[src/rtl/sfrd_pkg.sv]
package sfrd_pkg;

   localparam int FRAME_LEN   = 16;
   localparam int PAT_WIDTH   = 15;
   localparam int CNT_WIDTH   = 11;
   localparam int POS_WIDTH   = $clog2(FRAME_LEN);
   localparam int HOLD_MIN    = 10;
   localparam int HOLD_MAX    = 2000;

   typedef enum logic [1:0] {
      OP_FIRE    = 2'd0,
      OP_RELEASE = 2'd1,
      OP_TICK    = 2'd2,
      OP_NONE    = 2'd3
   } op_type;

   typedef enum logic {
      ST_IDLE  = 1'b0,
      ST_SHIFT = 1'b1
   } state_type;

   // one bit pair held by a chain cell
   typedef struct packed {
      logic right;
      logic left;
   } pair_type;

   typedef struct packed {
      logic load;
      logic shift;
   } chain_ctrl_type;

   // clamp a hold time to HOLD_MIN..HOLD_MAX
   function automatic logic [CNT_WIDTH-1:0] clamp_hold(input logic [15:0] h);
      logic [CNT_WIDTH-1:0] r;
      if (h < 16'(HOLD_MIN)) begin
         r = CNT_WIDTH'(HOLD_MIN);
      end else if (h > 16'(HOLD_MAX)) begin
         r = CNT_WIDTH'(HOLD_MAX);
      end else begin
         r = h[CNT_WIDTH-1:0];
      end
      return r;
   endfunction

endpackage

[src/rtl/sfrd_if.sv]
interface sfrd_req_if;
   logic        valid;
   logic        ready;
   logic [1:0]  op;
   logic        board;
   logic [15:0] mask;
   logic [15:0] hold_ms;

   modport source (output valid, op, board, mask, hold_ms, input ready);
   modport sink   (input valid, op, board, mask, hold_ms, output ready);
endinterface

interface sfrd_rsp_if;
   logic        valid;
   logic        ready;
   logic        bit_right;
   logic        bit_left;
   logic        last;
   logic [14:0] right_mask;
   logic [14:0] left_mask;

   modport source (output valid, bit_right, bit_left, last, right_mask, left_mask,
                   input ready);
   modport sink   (input valid, bit_right, bit_left, last, right_mask, left_mask,
                   output ready);
endinterface

[src/rtl/sfrd_cell.sv]
module sfrd_cell (
   input  logic                    clock,
   input  sfrd_pkg::chain_ctrl_type ctrl,
   input  sfrd_pkg::pair_type      load_pair,
   input  sfrd_pkg::pair_type      prev_pair,
   output sfrd_pkg::pair_type      pair
);
   import sfrd_pkg::*;

   pair_type pair_ff;
   pair_type pair_in;

   always_comb begin
      pair_in = pair_ff;
      if (ctrl.load) begin
         pair_in = load_pair;
      end else if (ctrl.shift) begin
         pair_in = prev_pair;
      end
   end

   always_ff @(posedge clock) begin
      pair_ff <= pair_in;
   end

   assign pair = pair_ff;

endmodule

[src/rtl/sfrd_chain.sv]
module sfrd_chain (
   input  logic                                clock,
   input  sfrd_pkg::chain_ctrl_type            ctrl,
   input  logic [sfrd_pkg::FRAME_LEN-1:0]      load_right,
   input  logic [sfrd_pkg::FRAME_LEN-1:0]      load_left,
   output sfrd_pkg::pair_type                  head
);
   import sfrd_pkg::*;

   pair_type cell_out [FRAME_LEN];

   // cell 0 takes zeros in, the top cell presents the msb first
   for (genvar i = 0; i < FRAME_LEN; i++) begin : g_cell
      pair_type prev_p;
      pair_type load_p;
      if (i == 0) begin : g_first
         assign prev_p = '0;
      end else begin : g_next
         assign prev_p = cell_out[i-1];
      end
      assign load_p.right = load_right[i];
      assign load_p.left  = load_left[i];
      sfrd_cell u_cell (
         .clock     (clock),
         .ctrl      (ctrl),
         .load_pair (load_p),
         .prev_pair (prev_p),
         .pair      (cell_out[i])
      );
   end

   assign head = cell_out[FRAME_LEN-1];

endmodule

[src/rtl/solenoid_fire_release_driver.sv]
// channel | dir | fields                                         | handshake
// req     | in  | op, board, mask, hold_ms                       | valid/ready
// rsp     | out | bit_right, bit_left, last, right_mask, left_mask| valid/ready
//
// each frame is 16 bit pairs, one response per cycle while rsp.ready is high,
// shifted out of a 16-cell chain; a request launches no frame, one frame or two frames
// a request is taken only when no frame is in flight (req.ready high in idle)
// a stalled response simply holds the chain; nothing is lost or repeated
// reset (synchronous, active high) clears patterns, countdowns and control state
module solenoid_fire_release_driver (
   input logic       clock,
   input logic       reset,
   sfrd_req_if.sink  req,
   sfrd_rsp_if.source rsp
);
   import sfrd_pkg::*;

   // latched board patterns and hold countdowns (0 = inactive)
   logic [PAT_WIDTH-1:0] right_pat_ff, right_pat_in;
   logic [PAT_WIDTH-1:0] left_pat_ff,  left_pat_in;
   logic [CNT_WIDTH-1:0] right_rem_ff, right_rem_in;
   logic [CNT_WIDTH-1:0] left_rem_ff,  left_rem_in;

   // second frame owed after both boards expire on one tick
   logic pending_ff, pending_in;

   // position in the frame being shifted
   logic [POS_WIDTH-1:0] pos_ff, pos_in;

   // mask snapshot shown with every pair of a frame
   logic [PAT_WIDTH-1:0] rmask_ff, rmask_in;
   logic [PAT_WIDTH-1:0] lmask_ff, lmask_in;

   state_type state_ff, state_in;

   logic           req_take;
   logic           rsp_take;
   logic           frame_end;
   logic           frame_start;
   logic           right_exp;
   logic           left_exp;
   chain_ctrl_type chain_ctrl;
   pair_type       head;

   assign req_take  = req.valid & req.ready;
   assign rsp_take  = rsp.valid & rsp.ready;
   assign frame_end = rsp_take & (pos_ff == POS_WIDTH'(FRAME_LEN - 1));

   // countdowns expire when an active count steps from one to zero
   assign right_exp = (right_rem_ff == CNT_WIDTH'(1));
   assign left_exp  = (left_rem_ff  == CNT_WIDTH'(1));

   // board state update and frame launch
   always_comb begin
      right_pat_in = right_pat_ff;
      left_pat_in  = left_pat_ff;
      right_rem_in = right_rem_ff;
      left_rem_in  = left_rem_ff;
      pending_in   = pending_ff;
      frame_start  = 1'b0;

      if (req_take) begin
         case (op_type'(req.op))
            OP_FIRE: begin
               if (req.board) begin
                  left_pat_in = req.mask[PAT_WIDTH-1:0];
                  left_rem_in = clamp_hold(req.hold_ms);
               end else begin
                  right_pat_in = req.mask[PAT_WIDTH-1:0];
                  right_rem_in = clamp_hold(req.hold_ms);
               end
               frame_start = 1'b1;
            end
            OP_RELEASE: begin
               if (req.board) begin
                  left_pat_in = '0;
                  left_rem_in = '0;
               end else begin
                  right_pat_in = '0;
                  right_rem_in = '0;
               end
               frame_start = 1'b1;
            end
            OP_TICK: begin
               if (right_rem_ff != '0) begin
                  right_rem_in = right_rem_ff - CNT_WIDTH'(1);
               end
               if (left_rem_ff != '0) begin
                  left_rem_in = left_rem_ff - CNT_WIDTH'(1);
               end
               if (right_exp) begin
                  right_pat_in = '0;
               end
               // with both expiring, the first frame still shows the old left pattern
               if (left_exp) begin
                  if (right_exp) begin
                     pending_in = 1'b1;
                  end else begin
                     left_pat_in = '0;
                  end
               end
               frame_start = right_exp | left_exp;
            end
            default: begin
            end
         endcase
      end else if (frame_end && pending_ff) begin
         // second frame of a double expiry: left board now cleared
         left_pat_in = '0;
         pending_in  = 1'b0;
         frame_start = 1'b1;
      end
   end

   // frame position and mask snapshot
   always_comb begin
      pos_in   = pos_ff;
      rmask_in = rmask_ff;
      lmask_in = lmask_ff;
      if (frame_start) begin
         pos_in   = '0;
         rmask_in = right_pat_in;
         lmask_in = left_pat_in;
      end else if (rsp_take) begin
         pos_in = pos_ff + POS_WIDTH'(1);
      end
   end

   // next state
   always_comb begin
      state_in = state_ff;
      unique case (state_ff)
         ST_IDLE: begin
            if (frame_start) begin
               state_in = ST_SHIFT;
            end
         end
         ST_SHIFT: begin
            if (frame_end && !pending_ff) begin
               state_in = ST_IDLE;
            end
         end
         default: begin
            state_in = ST_IDLE;
         end
      endcase
   end

   // handshake outputs
   always_comb begin
      req.ready = 1'b0;
      rsp.valid = 1'b0;
      unique case (state_ff)
         ST_IDLE:  req.ready = 1'b1;
         ST_SHIFT: rsp.valid = 1'b1;
         default: begin
         end
      endcase
   end

   always_ff @(posedge clock) begin
      if (reset) begin
         state_ff     <= ST_IDLE;
         right_pat_ff <= '0;
         left_pat_ff  <= '0;
         right_rem_ff <= '0;
         left_rem_ff  <= '0;
         pending_ff   <= 1'b0;
         pos_ff       <= '0;
      end else begin
         state_ff     <= state_in;
         right_pat_ff <= right_pat_in;
         left_pat_ff  <= left_pat_in;
         right_rem_ff <= right_rem_in;
         left_rem_ff  <= left_rem_in;
         pending_ff   <= pending_in;
         pos_ff       <= pos_in;
      end
   end

   always_ff @(posedge clock) begin
      rmask_ff <= rmask_in;
      lmask_ff <= lmask_in;
   end

   // load has priority; otherwise each taken response moves the chain one cell
   assign chain_ctrl.load  = frame_start;
   assign chain_ctrl.shift = rsp_take;

   // bit 15 of every frame is a zero pad
   sfrd_chain u_chain (
      .clock      (clock),
      .ctrl       (chain_ctrl),
      .load_right ({1'b0, right_pat_in}),
      .load_left  ({1'b0, left_pat_in}),
      .head       (head)
   );

   assign rsp.bit_right  = head.right;
   assign rsp.bit_left   = head.left;
   assign rsp.last       = (pos_ff == POS_WIDTH'(FRAME_LEN - 1));
   assign rsp.right_mask = rmask_ff;
   assign rsp.left_mask  = lmask_ff;

endmodule
[src/flat_wrapper.sv]
// flat-port wrapper written by rule: the top's interface ports become plain ports
module solenoid_fire_release_driver_flat import sfrd_pkg::*;
  (clock, reset, req_valid, req_op, req_board, req_mask, req_hold_ms, req_ready, rsp_valid, rsp_bit_right, rsp_bit_left, rsp_last, rsp_right_mask, rsp_left_mask, rsp_ready);
  sfrd_req_if req_i ();
  sfrd_rsp_if rsp_i ();
  input logic clock;
  input logic reset;
  input wire logic [$bits(req_i.valid)-1:0] req_valid;
  input wire logic [$bits(req_i.op)-1:0] req_op;
  input wire logic [$bits(req_i.board)-1:0] req_board;
  input wire logic [$bits(req_i.mask)-1:0] req_mask;
  input wire logic [$bits(req_i.hold_ms)-1:0] req_hold_ms;
  output wire logic [$bits(req_i.ready)-1:0] req_ready;
  output wire logic [$bits(rsp_i.valid)-1:0] rsp_valid;
  output wire logic [$bits(rsp_i.bit_right)-1:0] rsp_bit_right;
  output wire logic [$bits(rsp_i.bit_left)-1:0] rsp_bit_left;
  output wire logic [$bits(rsp_i.last)-1:0] rsp_last;
  output wire logic [$bits(rsp_i.right_mask)-1:0] rsp_right_mask;
  output wire logic [$bits(rsp_i.left_mask)-1:0] rsp_left_mask;
  input wire logic [$bits(rsp_i.ready)-1:0] rsp_ready;
  assign req_i.valid = req_valid;
  assign req_i.op = req_op;
  assign req_i.board = req_board;
  assign req_i.mask = req_mask;
  assign req_i.hold_ms = req_hold_ms;
  assign req_ready = req_i.ready;
  assign rsp_valid = rsp_i.valid;
  assign rsp_bit_right = rsp_i.bit_right;
  assign rsp_bit_left = rsp_i.bit_left;
  assign rsp_last = rsp_i.last;
  assign rsp_right_mask = rsp_i.right_mask;
  assign rsp_left_mask = rsp_i.left_mask;
  assign rsp_i.ready = rsp_ready;
  solenoid_fire_release_driver u_core (.clock(clock), .reset(reset), .req(req_i), .rsp(rsp_i));
endmodule
[config.mk]
export PLATFORM = sky130hd
export DESIGN_NAME = solenoid_fire_release_driver_flat
export DESIGN_NICKNAME = d
export VERILOG_FILES = /design/src/rtl/sfrd_pkg.sv /design/src/rtl/sfrd_if.sv /design/src/rtl/sfrd_cell.sv /design/src/rtl/sfrd_chain.sv /design/src/rtl/solenoid_fire_release_driver.sv /design/src/flat_wrapper.sv
export SDC_FILE = /design/constraint.sdc
export NUM_CORES = 1
export LEC_CHECK = 0
export ABC_AREA = 1
export BUFFER_PORTS_ARGS = -buffer_cell sky130_fd_sc_hd__buf_4
export CAP_MARGIN = 20
export CELL_PAD_IN_SITES_DETAIL_PLACEMENT = 2
export CELL_PAD_IN_SITES_GLOBAL_PLACEMENT = 2
export CORE_UTILIZATION = 32
export CTS_BUF_LIST = sky130_fd_sc_hd__clkbuf_2
export DETAILED_ROUTE_END_ITERATION = 8
export PLACE_DENSITY_LB_ADDON = 0.1
export SLEW_MARGIN = 20
export SYNTH_ARGS = -nofsm -noshare
export SYNTH_HDL_FRONTEND = slang
export SYNTH_SLANG_ARGS = --single-unit
[constraint.sdc]
create_clock -name clock -period 2.4 [get_ports clock]
set_input_delay 0.12 -clock clock [delete_from_list [all_inputs] [get_ports clock]]
set_output_delay 0.12 -clock clock [all_outputs]
set_load 0.005 [all_outputs]
==> reports/qor.yml, run 1 <==
drive_gt1_frac: 0.1870
cp-end-kind: "register"
critical_path_depth: 10
die_x_um: 140.8
place.gp.congestion: 0.8117
grt_pass1_vias: 6430
fin_total_pwr_mw: 4.557
synth_top_area_cell: "edfxtp_1"
finalSetupViolations: 0
peakVddDrop_uv: 208.8
synth_most_common_cell: "nand2_1"
async_flop_share: 0
skew_ns: 0.03557
ys_top_cells_by_count: "nand2_1 (214), nor2_1 (93), inv_1 (76), a21oi_1 (63)"
ant_nets: 0
switching_share: 0.3409
clk_pin_slew_ns: 0.22
clockBufferDepth: 2
clock-sinks: 120
cts_tree: "yes"
crit_slowest_cell: "dfxtp_1"
synth-edff-count: 60
overflow: 0
cts_setup_buffers: 0
cts_max_level: 4
critPathKind: "register to register"
initial_core_util: 0.3276
grt_pass1_wl_mm: 33.18
power.switching_mw: 1.554
cp_max_fo: 30
synthDistinctLibCells: 35
cts_buffers: 17
syn_inst: 793
wl_per_cell_um: 17.21
hp-class: "input port to register"
fin_nets: 957
antenna_found_initial: 1
p_leak_nw: 3.460
max_cap_violations: 0
drt-initial-drc-count: 171
seq_area_frac_synth: 0.4868
cpLargestDelayFamily: "simple AND/OR/NAND/NOR gates"
die_h_um: 140.8
synthToLayoutAreaGrowth_pct: 22.58
worstSkewPairLatency_ns: 0.74
netlist.area_leader.share: 0.2921
slew_viol_final: 0
tightest_slew_ns: 1.056
fmax_ghz: 0.4708
gr-usage-all-layers: 0.2190
p_per_area_nw_per_um2: 602.7
rsz0062_at_grt: "false"
postSynthAreaPerCell_um2: 7.779
power_frac_comb: 0.190
fin_crit_ns: 2.124
whs_ns: 0.06456
worst_ep_required_time_ns: 2.84
ioPinCount: 74
synth_nets: 843
hold_viol: 0
viasPerCell: 4.886
synth-main-ff-cell: "edfxtp_1"
hold_depth: 7
power_frac_clock: 0.289
yosysWarnings: 0
place_hpwl_mm: 14.39
start_kind: "register"
p_int_mw: 3.003
power.share.sequential: 0.521
rows: 50
dp.cells: 1112
vias: 5770
place_ws_ns: 0.2565
core_area_um2: 18830
io_buffers: 72
rr_worst_depth: 10
fin_ws_ns: 0.2761
synth_area_leaders: "edfxtp_1 (29%), dfxtp_1 (19%), nand2_1 (13%), nor2_1 (5.7%), a21oi_1 (5.1%)"
crit_chain: "inv_1, ha_1, nor3b_1, nand3_1, nand3_1, nand2_2, nand2_4, inv_4, nand2_1, buf_4"
drc: 0
critPathMaxStageDelay_ns: 0.36
grt_max_degree: 41
die-area_um2: 19840
synth_area_um2: 6168
worstPathArrival_ns: 2.56
cts_root_buf: "clkbuf_2"
cp_num_buf_inv: 3
ys_ff_latch: 120
dr.pass1.iters: 6
cpMostUsedCell: "nand3_1"
tns_ns: 0
wirelength_mm: 20.33
fin_cells: 1181
status: "completed"
slew_headroom: 0.2951
fin_crit_sh: 0.8850
==> layout by cell type, fill, tap and decap left out <==
master         netlist  routed
nand2_1            214     214
nor2_1              93      93
buf_4                2      88
inv_1               76      76
a21oi_1             63      63
dfxtp_1             60      60
edfxtp_1            60      60
o21ai_0             58      58
nand3_1             36      36
dlygate4sd3_1        0      36
nand2_2             27      27
clkbuf_2             0      17
and2_1              15      15
ha_1                11      11
o21ai_2             10      10
nor3_1               8       8
o21ai_1              5       5
nor2_2               5       5
inv_6                0       5
nand4_1              4       4
clkinv_4             0       4
xor2_1               3       3
clkinv_2             0       3
a21oi_2              2       2
nor3b_1              2       2
inv_2                2       2
diode_2              0       1
a31oi_1              1       1
or2_2                1       1
nor2_4               1       1
o21a_1               1       1
nor3_2               1       1
nand3_2              1       1
nand3b_1             1       1
nand2_4              1       1
inv_4                1       1
nor2b_1              1       1
bufinv_16            0       1
clkinvlp_4           0       1
inv_8                0       1
==> layout make-up <==
class,count,area [µm²]
Fill cell,2130,11270
Sequential cell,120,3003
Multi-Input combinational cell,565,2683
Timing Repair Buffer,124,1021
Tap cell,260,325.3
Inverter,79,299.0
Clock inverter,15,142.6
Clock buffer,17,85.08
Antenna cell,1,2.502
==> metal layers <==
metal  wire (µm)  part of all wire  track usage
met2       11250              0.55       0.4292
met5           0                 0            0
met3         431             0.021      0.03601
met1        8262              0.41       0.2363
met4         379             0.019      0.07151
==> state kept, by name, summed over array words and instances, names as in the netlist <==
name / flops
u_core.u_chain.g_cell.u_cell.pair: 32
u_core.left_pat_ff: 15
u_core.right_pat_ff: 15
u_core.rsp.left_mask: 15
u_core.rsp.right_mask: 15
u_core.left_rem_ff: 11
u_core.right_rem_ff: 11
u_core.pos_ff: 4
u_core.pending_ff: 1
u_core.state_ff: 1
==> worst register-to-register path, delay by kind of cell (launching register included) <==
family / cells / cell delay, ns
fa+ha+maj: 1 / 0.15
buf+inv: 3 / 0.50
simple gates: 6 / 0.81
flops: 1 / 0.36
==> final timing paths <==
| check | start | end | slack [ns] |
|---|---|---|---|
| min reg2reg | u_core.u_chain.g_cell[15].u_cell.pair[1] | u_core.u_chain.g_cell[15].u_cell.pair[1] | 0.49 |
| max | u_core.right_rem_ff[1] | u_core.u_chain.g_cell[5].u_cell.pair[0] | 0.28 |
| max reg2reg | u_core.right_rem_ff[1] | u_core.u_chain.g_cell[5].u_cell.pair[0] | 0.28 |
| min | req_op[1] | u_core.state_ff | 0.06 |
==> kinds of logic (layout without fill, tap and decap cells) <==
logic type | count (synthesis) | after routing | synth area share
AOI/OAI and AO/OA | 140 | 140 | 0.1215
xor gates and xnor gates | 3 | 3 | 0.004260
adders and majority gates | 11 | 11 | 0.02231
buffers and inverters | 108 | 235 | 0.07830
DFF | 120 | 120 | 0.4868
other | 0 | 1 | 0
and+or+nand+nor | 411 | 411 | 0.2868
==> power groups by stage <==
stage / Clock [mW] / Sequential (mW) / Combinational (mW)
2_1_floorplan: 0 / 2.40 / 0.528
3_3_place_gp: 0 / 2.41 / 0.786
3_5_place_dp: 0 / 2.42 / 0.831
4_1_cts: 1.37 / 2.38 / 0.877
5_1_grt: 1.47 / 2.39 / 0.971
6_report: 1.32 / 2.37 / 0.864
==> timing repair <==
action                     CTS  global route
hold buffers                36             0
setup endpoints to repair    0             0
resized for setup            0             0
hold endpoints to repair    87             0
==> through the flow <==
step,cell area (µm²),utilization
4_1_cts,7559,0.4014
6_report,7561,0.4015
2_1_floorplan,6168,-
5_1_grt,7561,0.4015
3_5_place_dp,6970,0.3702
3_3_place_gp,6970,0.3702
(Power assumes the default switching activity.)
==> run 2: changes to the inputs <==
--- a/config.mk
+++ b/config.mk
@@ -6,7 +6,7 @@
 export NUM_CORES = 1
 export LEC_CHECK = 0
 export ABC_AREA = 1
-export BUFFER_PORTS_ARGS = -buffer_cell sky130_fd_sc_hd__buf_4
+export BUFFER_PORTS_ARGS = -buffer_cell sky130_fd_sc_hd__buf_2
 export CAP_MARGIN = 20
 export CELL_PAD_IN_SITES_DETAIL_PLACEMENT = 2
 export CELL_PAD_IN_SITES_GLOBAL_PLACEMENT = 2
@@ -14,6 +14,7 @@
 export CTS_BUF_LIST = sky130_fd_sc_hd__clkbuf_2
 export DETAILED_ROUTE_END_ITERATION = 8
 export PLACE_DENSITY_LB_ADDON = 0.1
+export REMOVE_ABC_BUFFERS = 1
 export SLEW_MARGIN = 20
 export SYNTH_ARGS = -nofsm -noshare
 export SYNTH_HDL_FRONTEND = slang
==> run 2 against run 1 <==
Against the previous run: worst setup slack got worse by 0.071 ns; clock skew rose by 0.0095 ns; core utilization fell by 0.66 points; register-to-register slack got worse by 0.06 ns; cell area shrank 1.6%; sequential share of layout area is 0.66 points higher; critical path depth rose by 3.
==> reports/qor.yml, run 2 (synthesis gave the netlist of run 1 again) <==
status: "completed"  # unchanged
die-area_um2: 19840  # unchanged
final_common_cell: "nand2_1"  # unchanged
ant_nets: 0  # unchanged
power.switching_mw: 1.676  # was 1.554 mW
cp-end-kind: "register"  # unchanged
rsz0062_at_grt: "false"  # unchanged
drc: 0  # unchanged
finalSetupViolations: 0  # unchanged
cp_max_fo: 7  # was 30
vias: 5686  # was 5,770
p_leak_nw: 3.427  # was 3.460 nW
place.gp.congestion: 0.7855  # was 0.8117
clk_pin_slew_ns: 0.24  # was 0.22 ns
ioPinCount: 74  # unchanged
layout_common_cells: "nand2_1 (214), nor2_1 (93), inv_1 (76)"  # was nand2_1 (214), nor2_1 (93), buf_4 (88)
cp-startpoint: "req_hold_ms[4]"  # was u_core.right_rem_ff[1]
power.share.sequential: 0.514  # was 0.521
die_x_um: 140.8  # unchanged
dr.pass1.iters: 4  # was 6
drt-initial-drc-count: 258  # was 171
rows: 50  # unchanged
whs_ns: 0.1281  # was 0.06456 ns
largest_register_ffs: 32  # unchanged
tns_ns: 0  # unchanged
slew_viol_final: 0  # unchanged
initial_core_util: 0.3276  # unchanged
cts_buffers: 17  # unchanged
grt_max_degree: 34  # was 41
drive_gt1_frac: 0.1826  # was 0.1870
cts_max_level: 4  # unchanged
skew_ns: 0.04508  # was 0.03557 ns
hold_viol: 0  # unchanged
p_per_area_nw_per_um2: 620.4  # was 602.7 nW/µm²
max_cap_violations: 0  # unchanged
clock-sinks: 120  # unchanged
clockBufferDepth: 2  # unchanged
cts_setup_buffers: 0  # unchanged
worstSkewPairLatency_ns: 0.78  # was 0.74 ns
power_frac_clock: 0.306  # was 0.289
fin_area_um2: 7437  # was 7561 µm²
die_h_um: 140.8  # unchanged
fill_cells: 2219  # was 2,130
tightest_slew_ns: 0.7384  # was 1.056 ns
fin_nets: 957  # unchanged
gr-usage-all-layers: 0.2162  # was 0.2190
place_hpwl_mm: 13.98  # was 14.39 mm
viasPerCell: 4.815  # was 4.886
worst_ep_required_time_ns: 3.13  # was 2.84 ns
multiInputGateArea_um2: 2683  # unchanged
grt_pass1_wl_mm: 32.81  # was 33.18 mm
switching_share: 0.3633  # was 0.3409
critPathKind: "input port to register"  # was register to register
peakVddDrop_uv: 259.5  # was 208.8 µV
core_area_um2: 18830  # unchanged
io_buffers: 72  # unchanged
p_int_mw: 2.937  # was 3.003 mW
r2r-start: "u_core.right_rem_ff[0]"  # was u_core.right_rem_ff[1]
slew_headroom: 0.5072  # was 0.2951
worstPathArrival_ns: 2.92  # was 2.56 ns
start_kind: "input port"  # was register
fmax_ghz: 0.4556  # was 0.4708 GHz
ff_latch_area_um2: 3003  # unchanged
min-delay-start: "req_hold_ms[14]"  # was req_op[1]
wirelength_mm: 20.03  # was 20.33 mm
power_frac_comb: 0.180  # was 0.190
wl_per_cell_um: 16.96  # was 17.21 µm
fin_crit_sh: 0.9146  # was 0.8850
cts_tree: "yes"  # unchanged
fin_total_pwr_mw: 4.614  # was 4.557 mW
place_area_um2: 6773  # was 6970 µm²
cts_root_buf: "clkbuf_2"  # unchanged
overflow: 0  # unchanged
synthToLayoutAreaGrowth_pct: 20.57  # was 22.58%
utilization: 0.3950  # was 0.4015
antenna_found_initial: 1  # unchanged
grt_pass1_vias: 6294  # was 6,430
cts_resized: 0  # unchanged
fin_crit_ns: 2.195  # was 2.124 ns
hp-class: "input port to register"  # unchanged
run 2: cell count changes in the layout (fill, tap and decap cells not counted), sizes merged:
cell | before | now
clkinvlp | 1 | 0
inv | 85 | 88
bufinv | 1 | 0
clkinv | 7 | 6
buf | 88 | 84
dlygate4sd3 | 36 | 40
run 2: path summary, 6_finish.rpt:
path                                              end  slack, ns  cells past startpoint
max                             u_core.left_rem_ff[2]       0.20                     13
min                             u_core.left_rem_ff[8]       0.13                      7
max reg2reg                 u_core.rsp.right_mask[13]       0.22                      7
min reg2reg  u_core.u_chain.g_cell[15].u_cell.pair[1]       0.48                      2
run 2: routing by layer:
layer | GRT usage | up-vias | wire length, µm
li1 | - | 2791 | -
met2 | 0.3826 | 67 | 9904
met4 | 0.07037 | 0 | 283
met5 | 0 | - | 0
met3 | 0.03465 | 19 | 350
met1 | 0.2677 | 2809 | 9493
run 2: cell type report:
class | count | share of cell area
flip-flops and latches | 120 | 0.4038
clock buffers | 17 | 0.01144
repair buffers | 124 | 0.1161
multi-input cells | 565 | 0.3607
well taps | 260 | 0.04374
inverters | 79 | 0.04021
clock inverters | 15 | 0.02372
diodes | 1 | 0.0003365
run 2: timing repair:
item | in CTS | in global routing
hold buffers | 40 | 0
endpoints found under the hold margin | 98 | 0
setup endpoints to repair | 0 | 0
run 2: power groups by stage:
stage / registers [mW] / logic, mW / clock network [mW]
floorplan: 2.40 / 0.491 / 0
global placement: 2.41 / 0.752 / 0
detailed placement: 2.42 / 0.798 / 0
CTS: 2.37 / 0.844 / 1.47
global route: 2.39 / 0.946 / 1.55
finish: 2.37 / 0.832 / 1.41
run 2: stage by stage:
stage	cells	setup WS [ns]
after floorplan	764	-0.4533
after global placement	1108	0.2910
after detailed placement	1108	0.2503
after CTS	1180	0.1897
after global routing	1181	0.04162
final	1181	0.2049
run 2: worst max-delay path, stage by stage:
cell and delay, ns:
dlygate4sd3_1 0.54, buf_2 0.13, inv_1 0.09, nand2_1 0.10
nand2_1 0.09, nor2_1 0.05, nand2_1 0.21, nand3_1 0.11
dlygate4sd3_1 0.58, nor2_1 0.19, dlygate4sd3_1 0.58, nor2_1 0.04
nor2_1 0.08
